<file path="src/rtl/tbfe_pkg.sv">
package tbfe_pkg;

  // Input item codes
  localparam logic OP_SAMPLE = 1'b0;
  localparam logic OP_LOAD   = 1'b1;

  // Coefficient table select
  localparam logic [1:0] BAND_LOW  = 2'd0;
  localparam logic [1:0] BAND_HIGH = 2'd1;
  localparam logic [1:0] BAND_MID  = 2'd2;

  // Configuration register indexes
  localparam logic [1:0] REG_LOW_EN  = 2'd0;
  localparam logic [1:0] REG_HIGH_EN = 2'd1;
  localparam logic [1:0] REG_MID_EN  = 2'd2;

  localparam int SAMPLE_W = 16;
  localparam int PROD_W   = 32;
  localparam int SUM_W    = 34;
  localparam int FRAC_W   = 15;

  typedef enum logic [2:0] {
    ST_CLEAR,
    ST_IDLE,
    ST_RUN,
    ST_DRAIN,
    ST_FINISH
  } state_t;

  // Controller to datapath
  typedef struct packed {
    logic clear;   // write zeros at the sweep address, advance
    logic start;   // store new sample, rewind tap counter, clear accumulator
    logic load;    // write one coefficient
    logic issue;   // read one tap, advance
    logic finish;  // scale, saturate, load output register
  } cmd_t;

  // Datapath to controller
  typedef struct packed {
    logic tap_last;
    logic pipe_busy;
    logic out_free;
  } status_t;

endpackage

</file>
<file path="src/rtl/tbfe_ctrl.sv">
module tbfe_ctrl
  import tbfe_pkg::*;
(
  input  logic    clk,
  input  logic    rst_n,
  input  logic    in_valid,
  input  logic    in_op,
  input  status_t status,
  output logic    in_ready,
  output cmd_t    cmd
);

  state_t state_r;
  state_t state_nxt;

  always_ff @(posedge clk) begin
    if (!rst_n) begin
      state_r <= ST_CLEAR;
    end else begin
      state_r <= state_nxt;
    end
  end

  always_comb begin
    state_nxt = state_r;
    case (state_r)
      ST_CLEAR: begin
        if (status.tap_last) state_nxt = ST_IDLE;
      end
      ST_IDLE: begin
        if (in_valid && in_op == OP_SAMPLE) state_nxt = ST_RUN;
      end
      ST_RUN: begin
        if (status.tap_last) state_nxt = ST_DRAIN;
      end
      ST_DRAIN: begin
        if (!status.pipe_busy) state_nxt = ST_FINISH;
      end
      ST_FINISH: begin
        if (status.out_free) state_nxt = ST_IDLE;
      end
      default: state_nxt = ST_CLEAR;
    endcase
  end

  always_comb begin
    in_ready   = 1'b0;
    cmd        = '0;
    case (state_r)
      ST_CLEAR: cmd.clear = 1'b1;
      ST_IDLE: begin
        in_ready  = 1'b1;
        cmd.start = in_valid && in_op == OP_SAMPLE;
        cmd.load  = in_valid && in_op == OP_LOAD;
      end
      ST_RUN:    cmd.issue  = 1'b1;
      ST_DRAIN:  cmd        = '0;
      ST_FINISH: cmd.finish = status.out_free;
      default:   cmd        = '0;
    endcase
  end

endmodule

</file>
<file path="config.mk">
export PLATFORM = sky130hd
export DESIGN_NAME = tbfe_ctrl
export DESIGN_NICKNAME = d
export VERILOG_FILES = /design/src/rtl/tbfe_pkg.sv /design/src/rtl/tbfe_ctrl.sv
export SDC_FILE = /design/constraint.sdc
export NUM_CORES = 1
export LEC_CHECK = 0
export ABC_CLOCK_PERIOD_IN_PS = 1600
export BUFFER_PORTS_ARGS = -buffer_cell sky130_fd_sc_hd__buf_2
export CORE_AREA = 2 2 39 41
export DETAILED_ROUTE_END_ITERATION = 8
export DIE_AREA = 0 0 41 43
export SLEW_MARGIN = 30
export SYNTH_ARGS = -nofsm -noshare
export SYNTH_HDL_FRONTEND = slang
export SYNTH_SLANG_ARGS = --single-unit
</file>
<file path="constraint.sdc">
create_clock -name clk -period 1.6 [get_ports clk]
set_input_delay 0.24 -clock clk [delete_from_list [all_inputs] [get_ports clk]]
set_output_delay 0.24 -clock clk [all_outputs]
set_load 0.02 [all_outputs]
</file>
# Yosys cells after proc, flatten, opt, wreduce, memory -nomap -nowiden
# Cells that the tools add are included.
# W data, S select, Z words.
# classes
n_lt_le_gt_ge	0
n_eq_ne	9
reduce_logical	4
n_mux	11
n_shift	0
n_mul	0
addsub	0
div	0
bitwise	1
# ops
cell	n
$mux W3	5
$pmux W3 S5	1
$ne A2 B2 Y1 const B	5
$eq A3 B2 Y1 const B	2
$reduce_and A5 Y1	1
$mux W1	4
$eq A3 B1 Y1 const B	1
$eq A3 B3 Y1 const B	1
$logic_not A3 Y1	1
$logic_and A1 B1 Y1	2
$mux W2	1
$not A1 Y1	1
# totals
ff_bits	3
mem_bits_rw	0
word_cells	26
input_bits	7
mem_count	0
latch_bits	0
romBits	0

# Depth between registers and ports, before layout
# Gate-level depths: netlist of run 1.
# logic_depth
word_depth	4
ltp_mapped	4
depth_no_buf	3

# Worst setup path after synthesis of run 1
# OpenSTA, ideal clock, no wires.
# synth_timing
path_kind	register to output
start	register state_r[2]
end	output cmd[0] in the netlist's numbering
n_path_buf	0
slack_ns	0.075
stages_incl_launch_ff	3
required_ns	1.360
arrival_time_ns	1.285
path_cell_list	dfxtp_1 -> inv_2 -> nor4b_1
# synth_rtl
element	line_no	rtl
from (decl)	tbfe_ctrl.sv:13	state_t state_r;
from (signal assigned)	tbfe_ctrl.sv:20	state_r <= state_nxt;
to (decl)	tbfe_ctrl.sv:10	output cmd_t cmd

==> out/summary.json, run 1 <==
{
  "status": "completed",
  "route.antenna.remaining_nets": 0,
  "min_delay_worst_endpoint": "state_r[0]$_SDFFE_PN0P_",
  "ys_seq_elements": 3,
  "clockBufferDepth": 2,
  "placementRows": 14,
  "power.combinational.fraction": 0.211,
  "p_leak_nw": 0.1610,
  "flow.area_growth_from_synthesis_pct": 39.59,
  "avgRoutedWirePerCell_um": 9.607,
  "final_layout_size_suffix_gt1_frac": 0.5750,
  "post-route-min-period_ns": 1.492,
  "p_switching_mw": 0.07854,
  "vias": 249,
  "synth_top_cell_area_share": 0.2437,
  "r2r_start": "state_r[1]$_SDFFE_PN0P_",
  "p_int_mw": 0.2002,
  "pin_count_of_the_biggest_net_entering_global_routing": 11,
  "r2r_setup_slack_ns": 0.32,
  "detail_route.first_pass.iterations": 4,
  "clock_sink_total": 3,
  "route.top_layer_used": "met3",
  "detailed_route_vias_per_instance": 4.446,
  "netlist-cell-type-count": 20,
  "hp-class": "in -> reg",
  "nets": 48,
  "largest_register_ffs": 3,
  "synth.top_cells.by_area": "sky130_fd_sc_hd__dfxtp_1 24%, sky130_fd_sc_hd__a2111oi_4 11%, sky130_fd_sc_hd__nor3b_4 7.6%",
  "worstSkewPairLatency_ns": 0.23,
  "fp.coreArea_um2": 1384,
  "slew_headroom": 0.6978,
  "cts.htree.levels": 1,
  "final_util": 0.2486,
  "portBuffers": 12,
  "startpoint_type": "flip-flop",
  "ff_to_ff_path_depth": 3,
  "mappedNetlistNets": 32,
  "yosys_warnings": 0,
  "worstSetupPathType": "reg -> out",
  "num_antenna_cells": 0,
  "finalCritPeriodShare": 0.9324,
  "postSynthAreaPerCell_um2": 9.859,
  "boundaryPins": 13,
  "p_clk_frac": 0.473,
  "grt_antenna_before_repair": 0,
  "grt_remaining_overflow": 0,
  "final_cells": 56,
  "worst_path_max_delay_cell": "sky130_fd_sc_hd__dfxtp_1",
  "grt_usage": 0.07315,
  "timing.clock.skew_ns": 0.0005125,
  "drt_iter0_markers": 5,
  "worst_ep_required_time_ns": 1.36,
  "hold_viol_final": 0,
  "vias_in_the_first_global_route": 212,
  "crit_path_end_kind": "primary output",
  "report.final.setup_viol": 0,
  "met2_wirelength_um": 217,
  "critical_r2r_capture": "state_r[0]$_SDFFE_PN0P_",
  "fp.dieH_um": 43,
  "die_ar_um2": 1763,
  "cts.clk_slew.worst_paths_ns": 0.04,
  "total_met3_wirelength_after_detailed_routing_um": 54,
  "max_clock_freq_ghz": 0.6703,
  "dp_hpwl_um": 422.6,
  "proportion_of_power_drawn_by_flip_flops_and_latches": 0.316,
  "start_util": 0.1781,
  "detail_route.wirelength_um": 538,
  "swShare": 0.2818,
  "place.gp.congestion": 0.7654,
  "placed_cells": 52,
  "powerDensity_nw_per_um2": 810.1,
  "layout_top_registers": "state_r: 3 flops",
  "synth_top_cell_by_area": "sky130_fd_sc_hd__dfxtp_1",
  "path_delay_family": "flip-flops",
  "root_buffer": "sky130_fd_sc_hd__clkbuf_4",
  "critical-path-max-stage-delay_ns": 0.59,
  "cp_bufs_invs": 1,
  "floorplan.die.width_um": 41,
  "final.setup.worst_slack_ns": 0.1082,
  "crit_path_cell_trace": "nor3_2, and3_1, buf_2",
  "wl_met1_um": 265,
  "grt_pass1_wl_um": 814,
  "worstHoldStart": "rst_n",
  "tritoncts": "built",
  "postSynthCellCount": 25,
  "cts_buffers": 3,
  "route.detailed.drc": 0,
  "max_slew.worst_pin.slew_ns": 0.4527,
  "register_with_the_most_flip_flops": "state_r",
  "fin_setup_tns_ns": 0,
  "hold-path-cell-count": 2,
  "maxSlewViolCount": 0,
  "rsz_0062_raised_after_global_routing": "false",
  "max_cap_violations": 0,
  "crit_arrival_ns": 1.25,
  "peakVddDrop_uv": 374.9,
  "register_area_share_after_synthesis": 0.2437,
  "synth.cell_area_um2": 246.5,
  "pre_cts_slack_ns": 0.2532,
  "path_max_fanout": 10
}
==> layer usage <==
metal	vias up	track usage
met5	-	0
met4	0	0.06000
met3	0	0.04712
met2	14	0.07188
met1	108	0.1022
li1	127	-
==> worst max path at each step <==
| stage | slack (ns) | endpoint | depth (start not counted) | startpoint |
|---|---|---|---|---|
| after CTS | 0.008 | cmd[3] | 4 | state_r[0]$_SDFFE_PN0P_ |
| after floorplan | 0.08 | cmd[0] | 2 | state_r[2]$_SDFFE_PN0P_ |
| after global routing | 0.01 | cmd[3] | 4 | state_r[0]$_SDFFE_PN0P_ |
| after detailed placement | 0.25 | cmd[3] | 4 | state_r[0]$_SDFFE_PN0P_ |
| final | 0.11 | cmd[2] | 3 | state_r[1]$_SDFFE_PN0P_ |
| after global placement | 0.27 | cmd[0] | 3 | state_r[2]$_SDFFE_PN0P_ |
==> cells in the final DEF (no fill, tap or decap), types with 2 or more instances in the layout <==
cell type	instances
sky130_fd_sc_hd__dfxtp_2	2
sky130_fd_sc_hd__and3_1	2
sky130_fd_sc_hd__nand2_1	2
sky130_fd_sc_hd__clkbuf_4	3
sky130_fd_sc_hd__buf_2	12
sky130_fd_sc_hd__inv_2	2
==> final cells by class <==
class	count	area (um^2)
clock buffers	4	26.28
flip-flops and latches	3	62.56
repair buffers	12	60.06
well taps	16	20.02
multi-input cells	18	163.9
fillers	155	1040
inverters	3	11.26
==> Yosys cell counts (all sizes together) <==
library cell and number:
o21ai 1, a2111oi 1, and3 2, nor4b 2, nor3 2, a31oi 1
nor3b 2, nand2 2, and3b 1, inv 3, buf 1, o211a 1
nor2b 1, dfxtp 3, a221o 1, a21oi 1
==> power groups by stage <==
stage	Clock (mW)	Sequential [mW]	Combinational [mW]
detailed placement	0	0.0888	0.0594
CTS	0.138	0.0874	0.0598
finish	0.132	0.0881	0.0589
global placement	0	0.0885	0.0594
global route	0.147	0.0887	0.0650
floorplan	0	0.0846	0.0437
==> kinds of logic (layout without fill, tap and decap cells) <==
logic type / count (synthesis) / in the layout / share of synthesized area
simple gates: 12 / 12 / 0.4061
compound gates: 6 / 6 / 0.2589
buf+inv: 4 / 19 / 0.09136
flops: 3 / 3 / 0.2437
==> stage by stage <==
stage          cell area [um^2]  hold WS, ns  power [mW]
6_report                  344.1       0.2506      0.2787
5_1_grt                   344.1       0.2536      0.3007
4_1_cts                   341.6       0.2508      0.2848
3_5_place_dp              315.3       0.4944      0.1481
3_3_place_gp              315.3       0.5022      0.1480
2_1_floorplan             246.5       0.3640      0.1283
==> repair_timing <==
item,in CTS,in global routing
hold buffers,0,0
setup endpoints to repair,0,3
setup buffers,0,0
gates resized for setup,0,2
Note: power is estimated with default switching activity, not from simulation.
==> run 2: changes to the inputs <==
--- a/config.mk
+++ b/config.mk
@@ -10,6 +10,7 @@
 export CORE_AREA = 2 2 39 41
 export DETAILED_ROUTE_END_ITERATION = 8
 export DIE_AREA = 0 0 41 43
+export REMOVE_ABC_BUFFERS = 1
 export SLEW_MARGIN = 30
 export SYNTH_ARGS = -nofsm -noshare
 export SYNTH_HDL_FRONTEND = slang
==> run 2 against run 1 <==
  * Clock power about the same
  * Hold slack better by 0.0051 ns
  * Worst setup slack worse by 0.0063 ns
  * Routed wire length up 1.1%
  * Register-to-register slack worse by 0.02 ns
  * Sequential power up 0.6%
  * Utilization unchanged
  * Largest cell class unchanged
==> out/summary.json, run 2 (synthesis gave the netlist of run 1 again) <==
{
  "status": "completed",
  "flow.area_growth_from_synthesis_pct": 39.59,
  "fp.coreArea_um2": 1384,
  "final_cell_area_excluding_filler_cells_um2": 344.1,
  "route.antenna.remaining_nets": 0,
  "postCtsSetupBuffers": 0,
  "final.fill_count": 155,
  "grt_usage": 0.07623,
  "worstSetupPathType": "reg -> out",
  "pin_count_of_the_biggest_net_entering_global_routing": 11,
  "grt_remaining_overflow": 0,
  "cp-endpoint": "cmd[2]",
  "cts.hold.buffers_added": 0,
  "crit_path_end_kind": "primary output",
  "crit_start": "state_r[1]$_SDFFE_PN0P_",
  "detail_route.first_pass.iterations": 2,
  "p_leak_nw": 0.1610,
  "grt_pass1_wl_um": 821,
  "timing.clock.skew_ns": 0.003424,
  "tritoncts": "built",
  "mostFrequentLayoutCells": "12 x sky130_fd_sc_hd__buf_2, 3 x sky130_fd_sc_hd__clkbuf_4",
  "cts.clk_slew.worst_paths_ns": 0.04,
  "detailed_route_vias_per_instance": 4.464,
  "placed_area_um2": 315.3,
  "maxSlewViolCount": 0,
  "grt_antenna_before_repair": 0,
  "fin_setup_tns_ns": 0,
  "worst_ep_required_time_ns": 1.36,
  "path_max_fanout": 10,
  "portBuffers": 12,
  "peakVddDrop_uv": 490.0,
  "final_util": 0.2486,
  "max_cap_violations": 0,
  "place.gp.congestion": 0.7572,
  "layout.cells.most_common": "sky130_fd_sc_hd__buf_2",
  "pre_cts_slack_ns": 0.2381,
  "boundaryPins": 13,
  "clock_sink_total": 3,
  "nets": 48,
  "die_ar_um2": 1763,
  "powerDensity_nw_per_um2": 813.1,
  "max_slew.worst_pin.slew_ns": 0.4599,
  "final_cells": 56,
  "r2r_start": "state_r[1]$_SDFFE_PN0P_",
  "placed_cells": 52,
  "critical_r2r_capture": "state_r[0]$_SDFFE_PN0P_",
  "rsz_0062_raised_after_global_routing": "false",
  "drt_iter0_markers": 4,
  "layout_top_registers": "state_r: 3 flops",
  "finalCritPeriodShare": 0.9363,
  "startpoint_type": "flip-flop",
  "worstSkewPairLatency_ns": 0.23,
  "ff_to_ff_path_depth": 3,
  "register_with_the_most_flip_flops": "state_r",
  "cts_buffers": 3,
  "floorplan.die.width_um": 41,
  "route.detailed.drc": 0,
  "r2r_setup_slack_ns": 0.30,
  "vias": 250,
  "max_clock_freq_ghz": 0.6675,
  "multiInputGateArea_um2": 163.9,
  "avgRoutedWirePerCell_um": 9.714,
  "report.final.setup_viol": 0,
  "fp.dieH_um": 43,
  "largest_register_ffs": 3,
  "root_buffer": "sky130_fd_sc_hd__clkbuf_4",
  "fin_worst_hold_slack_ns": 0.2556,
  "hp-class": "in -> reg",
  "vias_in_the_first_global_route": 195,
  "slew_headroom": 0.6930,
  "dp_hpwl_um": 426.7,
  "crit_arrival_ns": 1.26,
  "clockBufferDepth": 2,
  "placementRows": 14,
  "hold_viol_final": 0,
  "p_total_mw": 0.2798,
  "final.setup.worst_slack_ns": 0.1019,
  "post-route-min-period_ns": 1.498,
  "cts.htree.levels": 1,
  "final_layout_size_suffix_gt1_frac": 0.5750,
  "num_antenna_cells": 0,
  "detail_route.wirelength_um": 544,
  "start_util": 0.1781,
  "register_area_um2": 62.56
}
run 2: cell counts in the layout (fill, tap and decap cells not counted):
No cell type changed its count.
run 2: what timing repair did:
action,in CTS,in global routing
pin swaps,0,0
endpoints found under the setup margin,2,1
gates resized for setup,1,1
run 2: layer usage:
layer	GRT usage	part of all wire	wire, um	vias up
met1	0.09936	0.47	253	113
met2	0.07500	0.41	223	12
met4	0.04000	0	0	0
met5	0	0	0	-
li1	-	-	-	125
met3	0.07853	0.12	67	0
run 2: critical path: stages, from the launching register on:
cell and delay [ns]:
sky130_fd_sc_hd__dfxtp_1 0.60, sky130_fd_sc_hd__nor3_2 0.09, sky130_fd_sc_hd__and3_1 0.19, sky130_fd_sc_hd__buf_2 0.15
run 2: how the worst min path moves through the flow:
| stage | startpoint | to | slack, ns | cells after the start |
|---|---|---|---|---|
| 6_report | rst_n | state_r[0]$_SDFFE_PN0P_ | 0.26 | 2 |
| 5_1_grt | rst_n | state_r[0]$_SDFFE_PN0P_ | 0.25 | 2 |
| 4_1_cts | rst_n | state_r[0]$_SDFFE_PN0P_ | 0.25 | 2 |
| 3_5_place_dp | rst_n | state_r[0]$_SDFFE_PN0P_ | 0.50 | 2 |
| 3_3_place_gp | rst_n | state_r[0]$_SDFFE_PN0P_ | 0.50 | 2 |
| 2_1_floorplan | rst_n | state_r[1]$_SDFFE_PN0P_ | 0.36 | 2 |
run 2: layout make-up:
| type | instances | share of cell area |
|---|---|---|
| inverters | 3 | 0.03273 |
| well taps | 16 | 0.05818 |
| repair buffers | 12 | 0.1745 |
| clock buffers | 4 | 0.07636 |
| flip-flops and latches | 3 | 0.1818 |
| multi-input cells | 18 | 0.4764 |
run 2: power by group:
| group | switching (mW) | total [mW] | internal (mW) | leakage [nW] |
|---|---|---|---|---|
| Sequential | 0.00912 | 0.0886 | 0.0795 | 0.0253 |
| Combinational | 0.0319 | 0.0592 | 0.0273 | 0.121 |
| Clock | 0.0386 | 0.132 | 0.0934 | 0.0150 |
